**src/gtd_pkg.sv**
```systemverilog
package gtd_pkg;

   localparam int COORD_WIDTH = 24;
   localparam int RATIO_WIDTH = 24;
   localparam int FRAC_BITS   = 24;
   localparam int DIFF_WIDTH  = COORD_WIDTH + 1;
   localparam int PROD_WIDTH  = DIFF_WIDTH + RATIO_WIDTH + 1;
   localparam int QUOT_WIDTH  = PROD_WIDTH - FRAC_BITS;
   localparam int SUM_WIDTH   = QUOT_WIDTH + 1;

   localparam logic [RATIO_WIDTH-1:0] RATIO_RESET = 24'd10368890;

   localparam int QUEUE_DEPTH = 4;
   localparam int PTR_WIDTH   = $clog2(QUEUE_DEPTH);
   localparam int CNT_WIDTH   = $clog2(QUEUE_DEPTH + 1);

   localparam logic KIND_ZERO = 1'b0;
   localparam logic KIND_ONE  = 1'b1;

   typedef logic signed [COORD_WIDTH-1:0] coord_type;
   typedef logic signed [DIFF_WIDTH-1:0]  diff_type;
   typedef logic signed [PROD_WIDTH-1:0]  prod_type;
   typedef logic [RATIO_WIDTH-1:0]        ratio_type;

   typedef struct packed {
      logic      color;
      coord_type a_x;
      coord_type a_y;
      coord_type b_x;
      coord_type b_y;
      coord_type c_x;
      coord_type c_y;
   } req_type;

   typedef struct packed {
      logic      color;
      coord_type a_x;
      coord_type a_y;
      coord_type b_x;
      coord_type b_y;
      coord_type c_x;
      coord_type c_y;
      logic      last;
   } rsp_type;

   // one parent triangle with its split points already worked out
   typedef struct packed {
      logic      color;
      coord_type a_x;
      coord_type a_y;
      coord_type b_x;
      coord_type b_y;
      coord_type c_x;
      coord_type c_y;
      coord_type s1_x;
      coord_type s1_y;
      coord_type s2_x;
      coord_type s2_y;
   } entry_type;

   typedef struct packed {
      logic      valid;
      entry_type entry;
   } push_type;

   typedef struct packed {
      logic                 empty;
      logic [CNT_WIDTH-1:0] count;
   } qstat_type;

   typedef enum logic [1:0] {
      CHILD_FIRST,
      CHILD_SECOND,
      CHILD_THIRD
   } child_type;

   function automatic diff_type coord_diff(input coord_type v, input coord_type u);
      diff_type d;
      d = {v[COORD_WIDTH-1], v} - {u[COORD_WIDTH-1], u};
      return d;
   endfunction

   // round to nearest (ties up), add the base point, clamp to coordinate range
   function automatic coord_type split_finish(input prod_type p, input coord_type u);
      prod_type                     r;
      logic [QUOT_WIDTH-1:0]        q;
      logic [SUM_WIDTH-1:0]         s;
      logic [SUM_WIDTH-COORD_WIDTH:0] top;
      coord_type                    res;
      r   = p + {{(PROD_WIDTH-FRAC_BITS){1'b0}}, 1'b1, {(FRAC_BITS-1){1'b0}}};
      q   = r[PROD_WIDTH-1:FRAC_BITS];
      s   = {q[QUOT_WIDTH-1], q} + {{(SUM_WIDTH-COORD_WIDTH){u[COORD_WIDTH-1]}}, u};
      top = s[SUM_WIDTH-1:COORD_WIDTH-1];
      if (top == '0 || top == '1) begin
         res = s[COORD_WIDTH-1:0];
      end else if (s[SUM_WIDTH-1]) begin
         res = {1'b1, {(COORD_WIDTH-1){1'b0}}};
      end else begin
         res = {1'b0, {(COORD_WIDTH-1){1'b1}}};
      end
      return res;
   endfunction

endpackage

```
**src/gtd_back.sv**
```systemverilog
module gtd_back (
   input  logic               clock,
   input  logic               reset,
   input  gtd_pkg::entry_type head,
   input  gtd_pkg::qstat_type q_stat,
   output logic               pop,
   output logic               rsp_valid,
   input  logic               rsp_ready,
   output gtd_pkg::rsp_type   rsp_data
);

   gtd_pkg::child_type k_ff, k_in;
   logic               rsp_valid_ff, rsp_valid_in;
   gtd_pkg::rsp_type   rsp_ff, rsp_in;
   logic               load;
   logic               last_child;

   always_comb begin
      load   = !q_stat.empty && (!rsp_valid_ff || rsp_ready);
      rsp_in = '0;
      if (head.color == gtd_pkg::KIND_ONE) begin
         last_child = (k_ff == gtd_pkg::CHILD_THIRD);
         unique case (k_ff)
            gtd_pkg::CHILD_FIRST: begin
               rsp_in = {gtd_pkg::KIND_ONE, head.s2_x, head.s2_y, head.c_x, head.c_y,
                         head.a_x, head.a_y, 1'b0};
            end
            gtd_pkg::CHILD_SECOND: begin
               rsp_in = {gtd_pkg::KIND_ONE, head.s1_x, head.s1_y, head.s2_x, head.s2_y,
                         head.b_x, head.b_y, 1'b0};
            end
            gtd_pkg::CHILD_THIRD: begin
               rsp_in = {gtd_pkg::KIND_ZERO, head.s2_x, head.s2_y, head.s1_x, head.s1_y,
                         head.a_x, head.a_y, 1'b1};
            end
            default: begin
               rsp_in = '0;
            end
         endcase
      end else begin
         last_child = (k_ff == gtd_pkg::CHILD_SECOND);
         unique case (k_ff)
            gtd_pkg::CHILD_FIRST: begin
               rsp_in = {gtd_pkg::KIND_ZERO, head.c_x, head.c_y, head.s1_x, head.s1_y,
                         head.b_x, head.b_y, 1'b0};
            end
            gtd_pkg::CHILD_SECOND: begin
               rsp_in = {gtd_pkg::KIND_ONE, head.s1_x, head.s1_y, head.c_x, head.c_y,
                         head.a_x, head.a_y, 1'b1};
            end
            default: begin
               rsp_in = '0;
            end
         endcase
      end
      pop = load && last_child;
      k_in = k_ff;
      if (load) begin
         unique case (k_ff)
            gtd_pkg::CHILD_FIRST:  k_in = last_child ? gtd_pkg::CHILD_FIRST : gtd_pkg::CHILD_SECOND;
            gtd_pkg::CHILD_SECOND: k_in = last_child ? gtd_pkg::CHILD_FIRST : gtd_pkg::CHILD_THIRD;
            default:               k_in = gtd_pkg::CHILD_FIRST;
         endcase
      end
      rsp_valid_in = load || (rsp_valid_ff && !rsp_ready);
   end

   always_ff @(posedge clock) begin
      if (reset) begin
         k_ff         <= gtd_pkg::CHILD_FIRST;
         rsp_valid_ff <= 1'b0;
      end else begin
         k_ff         <= k_in;
         rsp_valid_ff <= rsp_valid_in;
      end
   end

   always_ff @(posedge clock) begin
      if (load) begin
         rsp_ff <= rsp_in;
      end
   end

   assign rsp_valid = rsp_valid_ff;
   assign rsp_data  = rsp_ff;

endmodule

```
**config.mk**
```make
export PLATFORM = sky130hd
export DESIGN_NAME = gtd_back
export DESIGN_NICKNAME = d
export VERILOG_FILES = /design/src/gtd_pkg.sv /design/src/gtd_back.sv
export SDC_FILE = /design/constraint.sdc
export NUM_CORES = 1
export LEC_CHECK = 0
export BUFFER_PORTS_ARGS = -buffer_cell sky130_fd_sc_hd__buf_2
export CELL_PAD_IN_SITES_DETAIL_PLACEMENT = 1
export CELL_PAD_IN_SITES_GLOBAL_PLACEMENT = 2
export CORE_AREA = 5 5 179 181
export CTS_BUF_LIST = sky130_fd_sc_hd__clkbuf_4 sky130_fd_sc_hd__clkbuf_8
export CTS_CLUSTER_SIZE = 25
export DETAILED_ROUTE_END_ITERATION = 6
export DIE_AREA = 0 0 184 186
export PLACE_DENSITY_LB_ADDON = 0.1
export SETUP_SLACK_MARGIN = 0.3
export SYNTH_ARGS = -nofsm -noshare
export SYNTH_HDL_FRONTEND = slang
export SYNTH_SLANG_ARGS = --single-unit
```
**constraint.sdc**
```tcl
create_clock -name clock -period 28.5 [get_ports clock]
set_input_delay 5.7 -clock clock [delete_from_list [all_inputs] [get_ports clock]]
set_output_delay 5.7 -clock clock [all_outputs]
set_load 0.05 [all_outputs]
```
==> metrics <==
run status=finished clean; Syn Area/Cell=11.91 um^2; count of instances resized after the clock tree is built=0; # rows=64; met1 Usage GRT=0.2091; area added between synthesis and finish=32.89%; Initial DRT Pass Iterations=4; final global-route overflow total=0; Setup crit start kind=input port; post-synth cell types=29; flop and latch count out of synthesis=149; Total Routed Length=31210 um; layout cell share with drive strength beyond 1=0.4242; Die Width=184 um; met3 Use GR=0.05902; floorplan die height=186 um; Vias=7028; number of top-level design ports=396; Layout Cell Area excl Fill=0.01069 mm^2; highest fanout seen on the critical path=113; sequential-to-total area share from yosys stat=0.5527; clock root cell=clkbuf_8; final setup TNS=0 ns; aggregate global-route resource usage=0.1718; fraction of post-synthesis cell area in the top cell type by area=0.5452; Register-to-Register Setup Slack=25.64 ns; required time of the critical path=22.80 ns; netlist area before placement=0.008041 mm^2; placed wire-length estimate after detailed placement=21060 um; # nets final=1271; standard cell area after detailed placement=0.01027 mm^2; post-route DRC violation count=0; buffer count from post-CTS setup fixing=0; CTS Buffer Depth=2; placer's final routability congestion estimate=0.7516; maximum vdd drop=0.02141 mV; source-to-sink clock delay at the later pin of the worst-skew pair=0.46 ns; number of clock buffers inserted by TritonCTS=17; number of fill cells in the layout=3453; RSZ-0062 raised after global routing=no; Tcrit/Tclk final=0.4525; count of non-filler cells in the finished layout=1436; Final Slew Violations=0; number of instances in the synthesized netlist=675; synthesized netlist net count=923; Setup crit end kind=output pin; pin count of the biggest net entering global routing=147; cell type contributing the most total cell area after synthesis=edfxtp_1; wire length of the first global-routing pass=45020 um; setup violators final=0; total of buffers placed on input and output ports=392; number of sinks handled by clock tree synthesis=149; vias per cell=4.894; DRC marker count from the first detailed-route iteration=295; time the final worst path needs with I/O delays and setup=12.90 ns; largest clock skew in the final design=0.01504 ns; average detailed-routed wire length per instance=21.74 um; GRT Max-Usage Layer=met2; worst endpoint data arrival time=7.20 ns; Clock transition at path regs=0.09 ns; cell leakage power=4.826 nW; P per Cell Area=60.46 mW/mm^2; kind of critical path=in -> out; path category of the worst min-delay check=reg -> reg; Initial Util=0.2657; synth warn=0; number of buffers inserted by hold repair at cts=0; Placeable Area=0.03027 mm^2; CTS tree=built; relative slew slack=0.2666; MaxCap Viol Count=0; via count of the first global-routing pass=7204; number of antenna-violating nets in the routed design=0; met2 Resource Use GR=0.2945; Final Hold Fails=0; dominant cells by area after synthesis=edfxtp_1 (55%), mux2i_1 (12%), o22ai_1 (7.4%), a22o_1 (5.2%), nor3b_1 (4.5%); Die Outline Area=0.03422 mm^2; top achievable clock speed=77.53 MHz; Max H-tree Level=4; total placed cells including tap cells=1400; transition at the pin with the smallest max-transition slack=1.100 ns; number of antenna violations at the first check in global routing=4
-- layout by cell type (no fill, tap or decap), types with 2 or more instances in the layout --
| cell type | synthesis | routed |
|---|---|---|
| a21o_1 | 47 | 47 |
| a21oi_1 | 50 | 50 |
| a22o_1 | 48 | 48 |
| buf_2 | 26 | 391 |
| buf_4 | 2 | 8 |
| bufinv_16 | 0 | 3 |
| clkbuf_4 | 0 | 2 |
| clkbuf_8 | 0 | 18 |
| clkinv_2 | 0 | 2 |
| clkinv_4 | 0 | 2 |
| clkinvlp_4 | 0 | 2 |
| diode_2 | 0 | 5 |
| edfxtp_1 | 146 | 146 |
| inv_6 | 0 | 2 |
| mux2i_1 | 95 | 95 |
| nand2_1 | 48 | 48 |
| nor2_1 | 5 | 3 |
| nor2_4 | 0 | 2 |
| nor2b_1 | 2 | 2 |
| nor3b_1 | 48 | 48 |
| o21ai_0 | 3 | 3 |
| o22ai_1 | 95 | 95 |
-- where the power goes --
part / switching [mW] / internal, mW
logic: 0.133 / 0.0575
registers: 0.00793 / 0.269
clock network: 0.0902 / 0.0883
total: 0.232 / 0.415
-- worst max-delay path, cell delays in order --
cell and delay, ns:
clkbuf_8 0.40, or3b_1 0.58, nand2b_1 0.11, and2_1 0.12, buf_2 0.27
-- synth_stat cells --
| master | number |
|---|---|
| a21boi_0 | 1 |
| nor2_1 | 5 |
| nand2b_1 | 2 |
| edfxtp_1 | 146 |
| clkbuf_1 | 33 |
| a21oi_1 | 50 |
| o21ai_0 | 3 |
| nor3b_1 | 48 |
| buf_6 | 5 |
| a2bb2oi_1 | 1 |
| buf_4 | 2 |
| xor2_1 | 1 |
| or2_1 | 1 |
| and2_1 | 1 |
| buf_2 | 26 |
| a21o_1 | 47 |
| mux2i_1 | 95 |
| dfxtp_1 | 3 |
| a22o_1 | 48 |
| o22ai_1 | 95 |
| nand2_1 | 48 |
| buf_1 | 6 |
| or4_1 | 1 |
| and3b_1 | 1 |
| inv_1 | 1 |
| nor2b_1 | 2 |
| o21ai_2 | 1 |
| or3b_1 | 1 |
| or3_1 | 1 |
-- cell families (layout without fill, tap and decap cells) --
group           after synthesis  count (layout)  synth area share
buf+inv                      73             433           0.04372
simple gates                111             111           0.07811
other cells                   0               5                 0
flops                       149             149            0.5527
xor+xnor                      1               1          0.001089
compound gates              246             246            0.2062
mux                          95              95            0.1183
-- registers in the layout, indices dropped and copies added (netlist names) --
signal / flops
k_ff: 2
rsp_valid: 1
rsp_data: 146
-- routing by layer --
layer	wire length, um	vias to the layer above
met5	13	-
met4	353	2
met3	2631	20
met2	15140	261
met1	13070	3380
li1	-	3365
-- path summary, 6_finish.rpt --
path	startpoint	depth (start not counted)	endpoint
worst max-delay path	head[240]	5	pop
worst min-delay path	rsp_valid	3	rsp_valid
worst min register to register	rsp_valid	3	rsp_valid
worst max register to register	k_ff[0]	5	rsp_data[96]
-- stage by stage --
step           power (mW)    util  hold WS, ns  setup slack, ns
2_1_floorplan      0.4173       -       0.7226            9.995
3_3_place_gp       0.4739  0.3393       0.7111            15.53
3_5_place_dp       0.4747  0.3393       0.7057            15.53
4_1_cts            0.6580  0.3526       0.7225            15.53
5_1_grt            0.6775  0.3529       0.7926            15.46
6_report           0.6461  0.3531       0.7229            15.60
-- cell type report --
| class | count | area [um^2] | area share |
|---|---|---|---|
| Sequential cell | 149 | 4449 | 0.4163 |
| Multi-Input combinational cell | 453 | 3272 | 0.3062 |
| Timing Repair Buffer | 401 | 2051 | 0.1919 |
| Tap cell | 396 | 495.5 | 0.04636 |
| Clock buffer | 19 | 249.0 | 0.02330 |
| Clock inverter | 12 | 153.9 | 0.01440 |
| Antenna cell | 5 | 12.51 | 0.001171 |
| Inverter | 1 | 3.754 | 0.0003512 |
(Power assumes the default switching activity.)
