[src/gtd_pkg.sv]
package gtd_pkg;

   localparam int COORD_WIDTH = 24;
   localparam int RATIO_WIDTH = 24;
   localparam int FRAC_BITS   = 24;
   localparam int DIFF_WIDTH  = COORD_WIDTH + 1;
   localparam int PROD_WIDTH  = DIFF_WIDTH + RATIO_WIDTH + 1;
   localparam int QUOT_WIDTH  = PROD_WIDTH - FRAC_BITS;
   localparam int SUM_WIDTH   = QUOT_WIDTH + 1;

   localparam logic [RATIO_WIDTH-1:0] RATIO_RESET = 24'd10368890;

   localparam int QUEUE_DEPTH = 4;
   localparam int PTR_WIDTH   = $clog2(QUEUE_DEPTH);
   localparam int CNT_WIDTH   = $clog2(QUEUE_DEPTH + 1);

   localparam logic KIND_ZERO = 1'b0;
   localparam logic KIND_ONE  = 1'b1;

   typedef logic signed [COORD_WIDTH-1:0] coord_type;
   typedef logic signed [DIFF_WIDTH-1:0]  diff_type;
   typedef logic signed [PROD_WIDTH-1:0]  prod_type;
   typedef logic [RATIO_WIDTH-1:0]        ratio_type;

   typedef struct packed {
      logic      color;
      coord_type a_x;
      coord_type a_y;
      coord_type b_x;
      coord_type b_y;
      coord_type c_x;
      coord_type c_y;
   } req_type;

   typedef struct packed {
      logic      color;
      coord_type a_x;
      coord_type a_y;
      coord_type b_x;
      coord_type b_y;
      coord_type c_x;
      coord_type c_y;
      logic      last;
   } rsp_type;

   // one parent triangle with its split points already worked out
   typedef struct packed {
      logic      color;
      coord_type a_x;
      coord_type a_y;
      coord_type b_x;
      coord_type b_y;
      coord_type c_x;
      coord_type c_y;
      coord_type s1_x;
      coord_type s1_y;
      coord_type s2_x;
      coord_type s2_y;
   } entry_type;

   typedef struct packed {
      logic      valid;
      entry_type entry;
   } push_type;

   typedef struct packed {
      logic                 empty;
      logic [CNT_WIDTH-1:0] count;
   } qstat_type;

   typedef enum logic [1:0] {
      CHILD_FIRST,
      CHILD_SECOND,
      CHILD_THIRD
   } child_type;

   function automatic diff_type coord_diff(input coord_type v, input coord_type u);
      diff_type d;
      d = {v[COORD_WIDTH-1], v} - {u[COORD_WIDTH-1], u};
      return d;
   endfunction

   // round to nearest (ties up), add the base point, clamp to coordinate range
   function automatic coord_type split_finish(input prod_type p, input coord_type u);
      prod_type                     r;
      logic [QUOT_WIDTH-1:0]        q;
      logic [SUM_WIDTH-1:0]         s;
      logic [SUM_WIDTH-COORD_WIDTH:0] top;
      coord_type                    res;
      r   = p + {{(PROD_WIDTH-FRAC_BITS){1'b0}}, 1'b1, {(FRAC_BITS-1){1'b0}}};
      q   = r[PROD_WIDTH-1:FRAC_BITS];
      s   = {q[QUOT_WIDTH-1], q} + {{(SUM_WIDTH-COORD_WIDTH){u[COORD_WIDTH-1]}}, u};
      top = s[SUM_WIDTH-1:COORD_WIDTH-1];
      if (top == '0 || top == '1) begin
         res = s[COORD_WIDTH-1:0];
      end else if (s[SUM_WIDTH-1]) begin
         res = {1'b1, {(COORD_WIDTH-1){1'b0}}};
      end else begin
         res = {1'b0, {(COORD_WIDTH-1){1'b1}}};
      end
      return res;
   endfunction

endpackage

[src/gtd_queue.sv]
module gtd_queue (
   input  logic                clock,
   input  logic                reset,
   input  gtd_pkg::push_type   push,
   input  logic                pop,
   output gtd_pkg::entry_type  head,
   output gtd_pkg::qstat_type  q_stat
);

   gtd_pkg::entry_type               mem [gtd_pkg::QUEUE_DEPTH];
   logic [gtd_pkg::PTR_WIDTH-1:0]    wr_ptr_ff, wr_ptr_in;
   logic [gtd_pkg::PTR_WIDTH-1:0]    rd_ptr_ff, rd_ptr_in;
   logic [gtd_pkg::CNT_WIDTH-1:0]    count_ff, count_in;

   always_comb begin
      wr_ptr_in = wr_ptr_ff;
      rd_ptr_in = rd_ptr_ff;
      count_in  = count_ff;
      if (push.valid) begin
         wr_ptr_in = (wr_ptr_ff == gtd_pkg::PTR_WIDTH'(gtd_pkg::QUEUE_DEPTH - 1))
                     ? '0 : wr_ptr_ff + 1'b1;
      end
      if (pop) begin
         rd_ptr_in = (rd_ptr_ff == gtd_pkg::PTR_WIDTH'(gtd_pkg::QUEUE_DEPTH - 1))
                     ? '0 : rd_ptr_ff + 1'b1;
      end
      if (push.valid && !pop) begin
         count_in = count_ff + 1'b1;
      end else if (pop && !push.valid) begin
         count_in = count_ff - 1'b1;
      end
      head         = mem[rd_ptr_ff];
      q_stat.count = count_ff;
      q_stat.empty = (count_ff == '0);
   end

   always_ff @(posedge clock) begin
      if (reset) begin
         wr_ptr_ff <= '0;
         rd_ptr_ff <= '0;
         count_ff  <= '0;
      end else begin
         wr_ptr_ff <= wr_ptr_in;
         rd_ptr_ff <= rd_ptr_in;
         count_ff  <= count_in;
      end
   end

   always_ff @(posedge clock) begin
      if (push.valid) begin
         mem[wr_ptr_ff] <= push.entry;
      end
   end

endmodule

[config.mk]
export PLATFORM = sky130hd
export DESIGN_NAME = gtd_queue
export DESIGN_NICKNAME = d
export VERILOG_FILES = /design/src/gtd_pkg.sv /design/src/gtd_queue.sv
export SDC_FILE = /design/constraint.sdc
export NUM_CORES = 1
export LEC_CHECK = 0
export BUFFER_PORTS_ARGS = -buffer_cell sky130_fd_sc_hd__clkbuf_2
export CAP_MARGIN = 20
export CORE_MARGIN = 4
export CORE_UTILIZATION = 50
export DETAILED_ROUTE_END_ITERATION = 8
export PLACE_DENSITY_LB_ADDON = 0.08
export SLEW_MARGIN = 30
export SYNTH_ARGS = -nofsm -noshare
export SYNTH_HDL_FRONTEND = slang
export SYNTH_SLANG_ARGS = --single-unit
[constraint.sdc]
create_clock -name clock -period 7.5 [get_ports clock]
set_input_delay 0.375 -clock clock [delete_from_list [all_inputs] [get_ports clock]]
set_output_delay 0.375 -clock clock [all_outputs]
set_load 0.005 [all_outputs]
==> results.py, run 1 <==
metrics = {
    "drt": {
        "viasPerCell": 5.34,
        "drtAntennaViolNets": 0,
        "vias": 16700,
        "wl_um": 73800,
        "drc_errors": 0,
        "wire_per_inst_um": 23.6,
        "drt_iter0_markers": 1135,
        "dr.pass1.iters": 5,
    },
    "timing": {
        "tightest_slew_ns": 1.06,
        "period_needed_ns": 3.81,
        "finClkSkew_ns": 0.0205,
        "post-route-period-util_pct": 50.8,
        "setup_viol": 0,
        "hold_violations": 0,
        "slew_headroom_pct": 29.4,
        "slew_violations": 0,
        "tns_ns": 0,
        "clock.fmax_mhz": 263,
        "rsz0062_at_grt": "false",
    },
    "yosys": {
        "synthSimpleGateAreaFrac_pct": 0.199,
        "synth_cell_type_count": 18,
        "synth_xor_area_share_pct": 0.0498,
        "synth_compound_area_share_pct": 0.0426,
        "syn_nets": 1554,
        "synthCells": 1302,
        "synth-async-reset-ratio_pct": 0,
        "synth_edf_count": 964,
        "synth_area_mm2": 0.0352,
        "ys_warn_count": 0,
        "synthAdderAreaFrac_pct": 0.270,
        "synth_top_family_by_area": "multiplexers",
        "ys_seq_area_share_pct": 82.7,
        "synth_mux_area_share_pct": 15.5,
        "synth_top_cell_by_area": "edfxtp_1",
        "synthTopCellsByArea": "edfxtp_1 82%, mux4_2 15%, buf_6 0.70%, dfxtp_1 0.51%, buf_2 0.36%",
        "synth.top_cell.area_share_pct": 82.2,
        "synth.ff_latch_count": 973,
        "ys_dominant_reg_cell": "edfxtp_1",
        "syn_area_per_cell_um2": 27.0,
    },
    "worst_setup_path": {
        "crit-reg2reg-launch": "wr_ptr_ff[0]",
        "crit_slowest_cell": "dfxtp_4",
        "critical_path_buf_inv_count": 3,
        "path_cells": "buf_4, buf_4, mux4_2, clkbuf_2",
        "cp.required_ns": 7.12,
        "path_max_fanout": 36,
        "crit_path_max_incr_delay_ns": 0.75,
        "critPathTopFamily": "buffers and inverters",
        "ff2ff_setup_slack_ns": 4.45,
        "path_class": "reg2out",
        "r2r_end": "mem[3][165]",
        "critPathLaunchType": "flip-flop",
        "end_kind": "primary output",
        "ff2ff_path_depth": 4,
        "cp.depth": 4,
        "worst_ep_arrival_time_ns": 3.43,
        "cpMostUsedCell": "buf_4",
        "endpoint": "head[130]",
    },
    "cts": {
        "cts-resized-gates": 0,
        "clkSinkCount": 973,
        "cts_buffers": 96,
        "clock_latency_ns": 0.63,
        "htreeDepth": 3,
        "cts_hold_buf": 242,
        "clk_pin_slew_ns": 0.06,
        "clockBufferDepth": 3,
        "cts_root_buf": "clkbuf_16",
        "cts_tree": "yes",
        "cts_setup_buffers": 0,
    },
    "placement": {
        "dpl_cell_area_mm2": 0.0387,
        "dpl.hpwl_um": 44700,
        "gp_congestion": 0.731,
        "portBuffers": 489,
        "dp.cells": 2699,
    },
    "grt": {
        "grt_pass1_vias": 17700,
        "grt_max_degree": 131,
        "grt_pass1_wl_um": 110000,
        "grt-ovfl-total": 0,
        "antenna_found_initial": 17,
        "grt_use_total_pct": 19.7,
    },
    "min_path": {
        "hold_path_class": "in2reg",
    },
    "floorplan": {
        "io_pins": 490,
        "die_x_um": 273,
        "fp.dieH_um": 273,
        "initial_core_util_pct": 50.4,
        "core_area_mm2": 0.0699,
        "dieArea_mm2": 0.0747,
        "rows": 97,
    },
    "pwr": {
        "share_comb_of_total_power_pct": 9.0,
        "switchingPower_uw": 2520,
        "switching_share_pct": 21.4,
        "peakVddDrop_mv": 0.215,
        "p_clk_share_pct": 37.5,
        "leakagePower_uw": 0.0150,
        "power_density_mw_per_mm2": 266,
        "p_total_uw": 11800,
        "p_seq_share_pct": 53.6,
        "p_int_uw": 9230,
    },
    "job": {
        "max_cap_violations": 0,
    },
    "layout": {
        "nNetsFinal": 2353,
        "final_area_mm2": 0.0441,
        "drive_gt1_share_pct": 40.6,
        "final-seq-area_mm2": 0.0291,
        "fin_cells": 3126,
        "fin_util_pct": 63.1,
        "layout_commonest_cell": "edfxtp_1",
        "multi_input_area_mm2": 0.00568,
        "nFillCells": 4901,
        "layout_common_cells": "964 x edfxtp_1, 489 x clkbuf_2, 242 x dlygate4sd3_1, 241 x mux4_2, 96 x clkbuf_16",
        "syn_to_final_growth_pct": 25.3,
    },
    "run_status": {
        "outcome": "complete, no violations",
    },
}
==> cells in the mapped netlist (4+ instances only) <==
cell      number
inv_1          4
nor2_1         7
mux2i_1        4
clkbuf_1       7
edfxtp_1     964
buf_6         22
ha_1           6
dfxtp_1        9
mux4_2       241
and2_1         4
buf_2         25
==> layout make-up <==
type | instances | share of cell area, %
Clock buffer | 111 | 5.57
Sequential cell | 973 | 66.0
Inverter | 4 | 0.0340
Antenna cell | 12 | 0.0681
Timing Repair Buffer | 755 | 11.8
Tap cell | 940 | 2.67
Clock inverter | 60 | 0.944
Multi-Input combinational cell | 271 | 12.9
==> worst register-to-register path, cell delays in order, from the launching register on <==
cell and delay [ns]:
dfxtp_1 0.41, ha_1 0.22, and2_4 0.49, buf_4 0.70, buf_4 0.79
==> routing by layer <==
| metal | wire, um | vias to the layer above | global-route usage, % |
|---|---|---|---|
| met2 | 37200 | 468 | 32.2 |
| met4 | 1640 | 14 | 5.85 |
| met5 | 79 | - | 0 |
| met3 | 5460 | 107 | 5.41 |
| met1 | 29400 | 8782 | 26.4 |
| li1 | - | 7312 | - |
==> power groups by stage <==
stage / Clock (uW) / Sequential (uW) / Combinational [uW]
final: 4400 / 6300 / 1050
after global routing: 4770 / 6310 / 1140
after CTS: 4530 / 6310 / 1070
after detailed placement: 0 / 6420 / 958
after global placement: 0 / 6410 / 942
after floorplan: 0 / 6440 / 498
==> state kept, by name, summed over array words and instances (netlist names), named ones only <==
signal / cells
count_ff: 3
wr_ptr_ff: 2
rd_ptr_ff: 2
mem: 964
==> worst min path at each step <==
stage / from / endpoint / slack [ns] / depth (start not counted)
after global routing: pop / rd_ptr_ff[1] / 0.08 / 3
after detailed placement: count_ff[2] / count_ff[2] / 0.50 / 2
after CTS: pop / rd_ptr_ff[1] / 0.06 / 3
final: pop / flip-flop / 0.10 / 3
after floorplan: reset / count_ff[2] / 0.44 / 1
after global placement: count_ff[2] / count_ff[2] / 0.49 / 2
==> metrics by stage <==
stage          worst slack, ns  hold WS [ns]
2_1_floorplan            0.860         0.444
3_3_place_gp              4.17         0.494
3_5_place_dp              4.15         0.499
4_1_cts                   3.45        0.0573
5_1_grt                   3.30        0.0757
6_report                  3.69         0.103
==> cells by family (layout without fill, tap and decap cells) <==
| family | Yosys count | in the layout |
|---|---|---|
| buffers and inverters | 58 | 930 |
| and+or+nand+nor | 14 | 14 |
| other | 0 | 12 |
| adders and majority gates | 7 | 7 |
| AOI/OAI and AO/OA | 3 | 3 |
| DFF | 973 | 973 |
| xor gates and xnor gates | 2 | 2 |
| muxes | 245 | 245 |
(Power assumes the default switching activity.)
==> run 2, diff against run 1 <==
--- a/config.mk
+++ b/config.mk
@@ -5,6 +5,7 @@
 export SDC_FILE = /design/constraint.sdc
 export NUM_CORES = 1
 export LEC_CHECK = 0
+export ABC_AREA = 1
 export BUFFER_PORTS_ARGS = -buffer_cell sky130_fd_sc_hd__clkbuf_2
 export CAP_MARGIN = 20
 export CORE_MARGIN = 4
==> constraint.sdc (replaced) <==
create_clock -name clock -period 3.24 [get_ports clock]
set_input_delay 0.162 -clock clock [delete_from_list [all_inputs] [get_ports clock]]
set_output_delay 0.162 -clock clock [all_outputs]
set_load 0.005 [all_outputs]
==> run 2 against run 1 <==
  * Core utilization is 0.11 points higher
  * Cell area is 2.4% higher
  * Critical path depth stayed put
  * Critical endpoint is now head[69]
  * Largest cell class unchanged
  * Critical path type unchanged
  * Highest routed layer unchanged
==> results.py, run 2 <==
metrics = {
    "yosys": {
        "ys_dominant_reg_cell": "edfxtp_1",
        "synth_area_mm2": 0.0360,
        "syn_area_per_cell_um2": 15.1,
        "synthCells": 2389,
        "ys_warn_count": 0,
        "synth_common_cells": "964 x edfxtp_1, 490 x nor2_1, 483 x o21ai_0, 241 x o22ai_1, 58 x buf_2",
        "synth_most_common_cell": "edfxtp_1",
        "ys_seq_area_share_pct": 80.9,
        "synth_top_cell_by_area": "edfxtp_1",
        "syn_nets": 2641,
        "synth-async-reset-ratio_pct": 0,
        "synth.top_cell.area_share_pct": 80.4,
        "synthTopCellsByArea": "edfxtp_1 80%, o21ai_0 6.7%, nor2_1 5.1%, o22ai_1 4.2%, buf_2 0.81%",
        "synth_edf_count": 964,
        "synth_cell_type_count": 23,
        "synth.ff_latch_count": 973,
    },
    "layout": {
        "layout_commonest_cell": "edfxtp_1",
        "top_register": "mem",
        "syn_to_final_growth_pct": 25.5,
        "nNetsFinal": 3365,
        "nFillCells": 5305,
        "largest_registers": "mem: 964 flops, count_ff: 3 flops",
        "layout_common_cells": "964 x edfxtp_1, 490 x nor2_1, 489 x clkbuf_2, 483 x o21ai_0, 245 x dlygate4sd3_1",
        "final_area_mm2": 0.0452,
        "largest_reg_flops": 964,
        "drive_gt1_share_pct": 21.9,
    },
    "floorplan": {
        "io_pins": 490,
        "dieArea_mm2": 0.0764,
        "rows": 98,
        "die_x_um": 276,
        "fp.dieH_um": 276,
        "core_area_mm2": 0.0715,
        "initial_core_util_pct": 50.4,
    },
    "placement": {
        "portBuffers": 489,
        "dpl_cell_area_mm2": 0.0395,
        "gp_congestion": 0.782,
        "dpl.hpwl_um": 51500,
        "place_ws_ns": 1.09,
    },
    "drt": {
        "drtAntennaViolNets": 0,
        "drc_errors": 0,
        "drt_iter0_markers": 1610,
        "wl_um": 88900,
        "wire_per_inst_um": 21.4,
        "vias": 22700,
        "dr.pass1.iters": 6,
        "viasPerCell": 5.47,
    },
    "timing": {
        "final.setup.worst_slack_ns": 0.433,
        "period_needed_ns": 2.81,
        "setup_viol": 0,
        "clock.fmax_mhz": 356,
        "tns_ns": 0,
        "post-route-period-util_pct": 86.6,
        "tightest_slew_ns": 1.02,
        "slew_headroom_pct": 31.7,
        "finClkSkew_ns": 0.0214,
        "slew_violations": 0,
        "hold_violations": 0,
        "rsz0062_at_grt": "false",
    },
    "worst_setup_path": {
        "path_class": "reg2out",
        "endpoint": "head[69]",
        "path_max_fanout": 214,
        "path_cells": "buf_12, o21ai_0, o22ai_1, clkbuf_2",
        "worst_ep_arrival_time_ns": 2.64,
        "ff2ff_setup_slack_ns": 1.09,
        "crit-reg2reg-launch": "wr_ptr_ff[0]",
        "critPathLaunchType": "flip-flop",
        "r2r_end": "mem[3][140]",
        "cp.required_ns": 3.08,
        "crit_path_max_incr_delay_ns": 0.59,
        "crit_slowest_cell": "buf_12",
        "ff2ff_path_depth": 4,
        "end_kind": "primary output",
    },
    "pwr": {
        "power_density_mw_per_mm2": 631,
        "leakagePower_uw": 0.0160,
        "peakVddDrop_mv": 0.487,
        "p_total_uw": 28500,
    },
    "grt": {
        "grt_use_total_pct": 22.6,
        "grt_max_degree": 215,
        "antenna_found_initial": 10,
        "grt-ovfl-total": 0,
        "grt_pass1_vias": 23100,
        "grt_pass1_wl_um": 135000,
    },
    "cts": {
        "clock_latency_ns": 0.65,
        "cts_root_buf": "clkbuf_16",
        "clkSinkCount": 973,
        "cts-resized-gates": 0,
        "htreeDepth": 3,
        "cts_tree": "yes",
        "clk_pin_slew_ns": 0.06,
        "cts_buffers": 99,
        "clockBufferDepth": 3,
    },
    "min_path": {
        "hold_path_class": "in2reg",
        "hold-path-cell-count": 2,
    },
    "run_status": {
        "outcome": "complete, no violations",
    },
    "job": {
        "max_cap_violations": 0,
    },
}
run 2: worst min-delay path by stage:
stage,start,slack [ns],endpoint
after floorplan,reset,0.23,wr_ptr_ff[0]
after global placement,push[134],0.37,mem[3][134]
after detailed placement,reset,0.38,wr_ptr_ff[0]
after CTS,push[7],0.22,mem[0][7]
after global routing,push[2],0.24,mem[0][2]
final,push[7],0.26,mem[0][7]
run 2: power breakdown:
part	total [uW]	leakage (uW)	internal [uW]	switching [uW]
clock network	11200	0.00157	6550	4630
registers	14500	0.00893	14400	124
logic	2810	0.00545	1050	1770
total	28500	0.0160	22000	6520
run 2: critical path: cells and delay by family (launching register included):
kind | cells | cell delay (ns)
AOI/OAI and AO/OA | 2 | 0.51
DFF | 1 | 0.46
buffers and inverters | 2 | 0.76
run 2: kinds of logic (layout without fill, tap and decap cells):
kind of cell / count (synthesis) / in the layout / share of synthesized area (%)
buffers and inverters: 176 / 978 / 2.57
DFF: 973 / 973 / 80.9
and+or+nand+nor: 503 / 503 / 5.26
adders and majority gates: 7 / 7 / 0.264
other: 0 / 8 / 0
AOI/OAI and AO/OA: 729 / 729 / 11.0
xor gates and xnor gates: 1 / 1 / 0.0243
run 2: per-layer routing:
metal / GRT usage [%] / share of wire (%) / up-vias
li1: - / - / 10500
met1: 28.9 / 40 / 11300
met2: 39.0 / 51 / 677
met3: 5.02 / 6.6 / 119
met4: 6.97 / 2.5 / 6
met5: 0 / 0.033 / -
run 2: repair_timing:
action / CTS / global route
setup buffers: 0 / 0
hold buffers: 245 / 0
hold endpoints to repair: 973 / 0
run 2: layout make-up:
class	count	area (um2)	share of cell area, %
diodes	8	20.0	0.0443
clock buffers	116	2560	5.67
clock inverters	63	656	1.45
inverters	16	92.6	0.205
multi-input cells	1240	5960	13.2
flip-flops and latches	973	29100	64.5
well taps	950	1190	2.63
repair buffers	783	5570	12.3
run 2: stage by stage:
step / hold WS (ns) / instances / util (%)
2_1_floorplan: 0.227 / 2389 / -
3_3_place_gp: 0.375 / 3717 / 55.3
3_5_place_dp: 0.381 / 3717 / 55.3
4_1_cts: 0.217 / 4141 / 63.2
5_1_grt: 0.243 / 4146 / 63.2
6_report: 0.261 / 4149 / 63.2
==> run 3, diff against run 2 <==
--- a/config.mk
+++ b/config.mk
@@ -9,7 +9,7 @@
 export BUFFER_PORTS_ARGS = -buffer_cell sky130_fd_sc_hd__clkbuf_2
 export CAP_MARGIN = 20
 export CORE_MARGIN = 4
-export CORE_UTILIZATION = 50
+export CORE_UTILIZATION = 52
 export DETAILED_ROUTE_END_ITERATION = 8
 export PLACE_DENSITY_LB_ADDON = 0.08
 export SLEW_MARGIN = 30
==> run 3 against run 2 <==
  * Sequential cell count unchanged
  * Critical endpoint is now head[160]
  * Die area is 3.7% lower
  * Worst setup slack better by 0.017 ns
  * First-iteration DRC count increased by 14%
  * Register-to-register slack better by 0.10 ns
  * Critical path type unchanged
==> results.py, run 3 (synthesized netlist as in run 2, its figures left out) <==
metrics = {
    "grt": {
        "grt_use_total_pct": 23.1,
        "grt_max_degree": 211,
        "grt_pass1_wl_um": 132000,
        "antenna_found_initial": 19,
        "grt_pass1_vias": 22300,
        "grt-ovfl-total": 0,
    },
    "placement": {
        "portBuffers": 489,
        "gp_congestion": 0.793,
        "dpl_cell_area_mm2": 0.0394,
        "place_ws_ns": 1.06,
        "dpl.hpwl_um": 49800,
    },
    "layout": {
        "layout_common_cells": "964 x edfxtp_1, 490 x nor2_1, 489 x clkbuf_2, 483 x o21ai_0, 244 x dlygate4sd3_1",
        "layout_commonest_cell": "edfxtp_1",
        "top_register": "mem",
        "largest_reg_flops": 964,
        "drive_gt1_share_pct": 21.3,
        "nNetsFinal": 3351,
        "final_area_mm2": 0.0448,
        "final-seq-area_mm2": 0.0291,
        "multi_input_area_mm2": 0.00596,
        "syn_to_final_growth_pct": 24.5,
        "nFillCells": 4927,
        "largest_registers": "mem: 964 flops, count_ff: 3 flops",
    },
    "worst_setup_path": {
        "critPathLaunchType": "flip-flop",
        "crit-reg2reg-launch": "wr_ptr_ff[0]",
        "path_class": "reg2out",
        "worst_ep_arrival_time_ns": 2.63,
        "path_max_fanout": 70,
        "crit_path_max_incr_delay_ns": 0.48,
        "path_cells": "inv_6, buf_12, o21ai_0, o22ai_1, clkbuf_2",
        "cp.required_ns": 3.08,
        "end_kind": "primary output",
        "critical_path_buf_inv_count": 3,
        "critPathTopFamily": "buffers and inverters",
        "crit_slowest_cell": "dfxtp_4",
    },
    "cts": {
        "cts_tree": "yes",
        "cts_buffers": 96,
        "clockBufferDepth": 3,
        "clkSinkCount": 973,
        "htreeDepth": 3,
        "cts_hold_buf": 244,
        "clk_pin_slew_ns": 0.06,
        "cts_root_buf": "clkbuf_16",
        "cts_setup_buffers": 0,
        "clock_latency_ns": 0.63,
        "cts-resized-gates": 0,
    },
    "pwr": {
        "peakVddDrop_mv": 0.454,
        "power_density_mw_per_mm2": 617,
        "leakagePower_uw": 0.0158,
    },
    "drt": {
        "wire_per_inst_um": 21.4,
        "dr.pass1.iters": 5,
        "drt_iter0_markers": 1836,
        "wl_um": 88200,
        "drc_errors": 0,
        "viasPerCell": 5.55,
        "vias": 22900,
        "drtAntennaViolNets": 0,
    },
    "timing": {
        "final.setup.worst_slack_ns": 0.450,
        "setup_viol": 0,
        "slew_violations": 0,
        "clock.fmax_mhz": 358,
        "tightest_slew_ns": 0.958,
        "hold_violations": 0,
        "slew_headroom_pct": 36.1,
        "period_needed_ns": 2.79,
        "rsz0062_at_grt": "false",
        "post-route-period-util_pct": 86.1,
        "hold_ws_ns": 0.281,
        "finClkSkew_ns": 0.0194,
    },
    "min_path": {
        "hold_path_class": "in2reg",
        "hp-start": "push[40]",
    },
    "floorplan": {
        "fp.dieH_um": 271,
        "dieArea_mm2": 0.0735,
        "rows": 96,
        "die_x_um": 271,
        "io_pins": 490,
        "core_area_mm2": 0.0686,
        "initial_core_util_pct": 52.5,
    },
    "run_status": {
        "outcome": "complete, no violations",
    },
    "job": {
        "max_cap_violations": 0,
    },
}
run 3: layer usage:
| layer | vias to the layer above | GRT usage, % | part of all wire [%] |
|---|---|---|---|
| met5 | - | 0 | 0.056 |
| met4 | 8 | 7.86 | 3.0 |
| met3 | 150 | 6.05 | 7.4 |
| met2 | 719 | 37.5 | 48 |
| met1 | 11500 | 30.9 | 41 |
| li1 | 10500 | - | - |
run 3: final cells by class:
type / count / share of cell area, %
inverter: 16 / 0.207
multi-input combinational: 1240 / 13.3
antenna: 16 / 0.0893
timing repair buffer: 772 / 12.3
clock buffer: 118 / 5.69
tap: 931 / 2.60
clock inverter: 56 / 0.832
sequential: 973 / 65.0
run 3: per-stage QoR:
stage          util [%]  instances  TNS (ns)  power [uW]
2_1_floorplan         -       2389  -1319.23       16100
3_3_place_gp       57.4       3687         0       17300
3_5_place_dp       57.4       3687         0       17300
4_1_cts            65.2       4105         0       27900
5_1_grt            65.3       4115         0       28800
6_report           65.3       4122         0       27700
run 3: worst paths after layout:
path	end	slack, ns	depth (start not counted)
max	head[160]	0.45	5
min	mem[1][40]	0.28	2
max reg2reg	mem[3][141]	1.19	4
min reg2reg	wr_ptr_ff[1]	0.50	2
run 3: where the power goes:
part,total (uW),switching [uW],internal (uW)
Clock,10300,4460,5880
Combinational,2790,1760,1040
Sequential,14500,125,14400
Total,27700,6350,21300
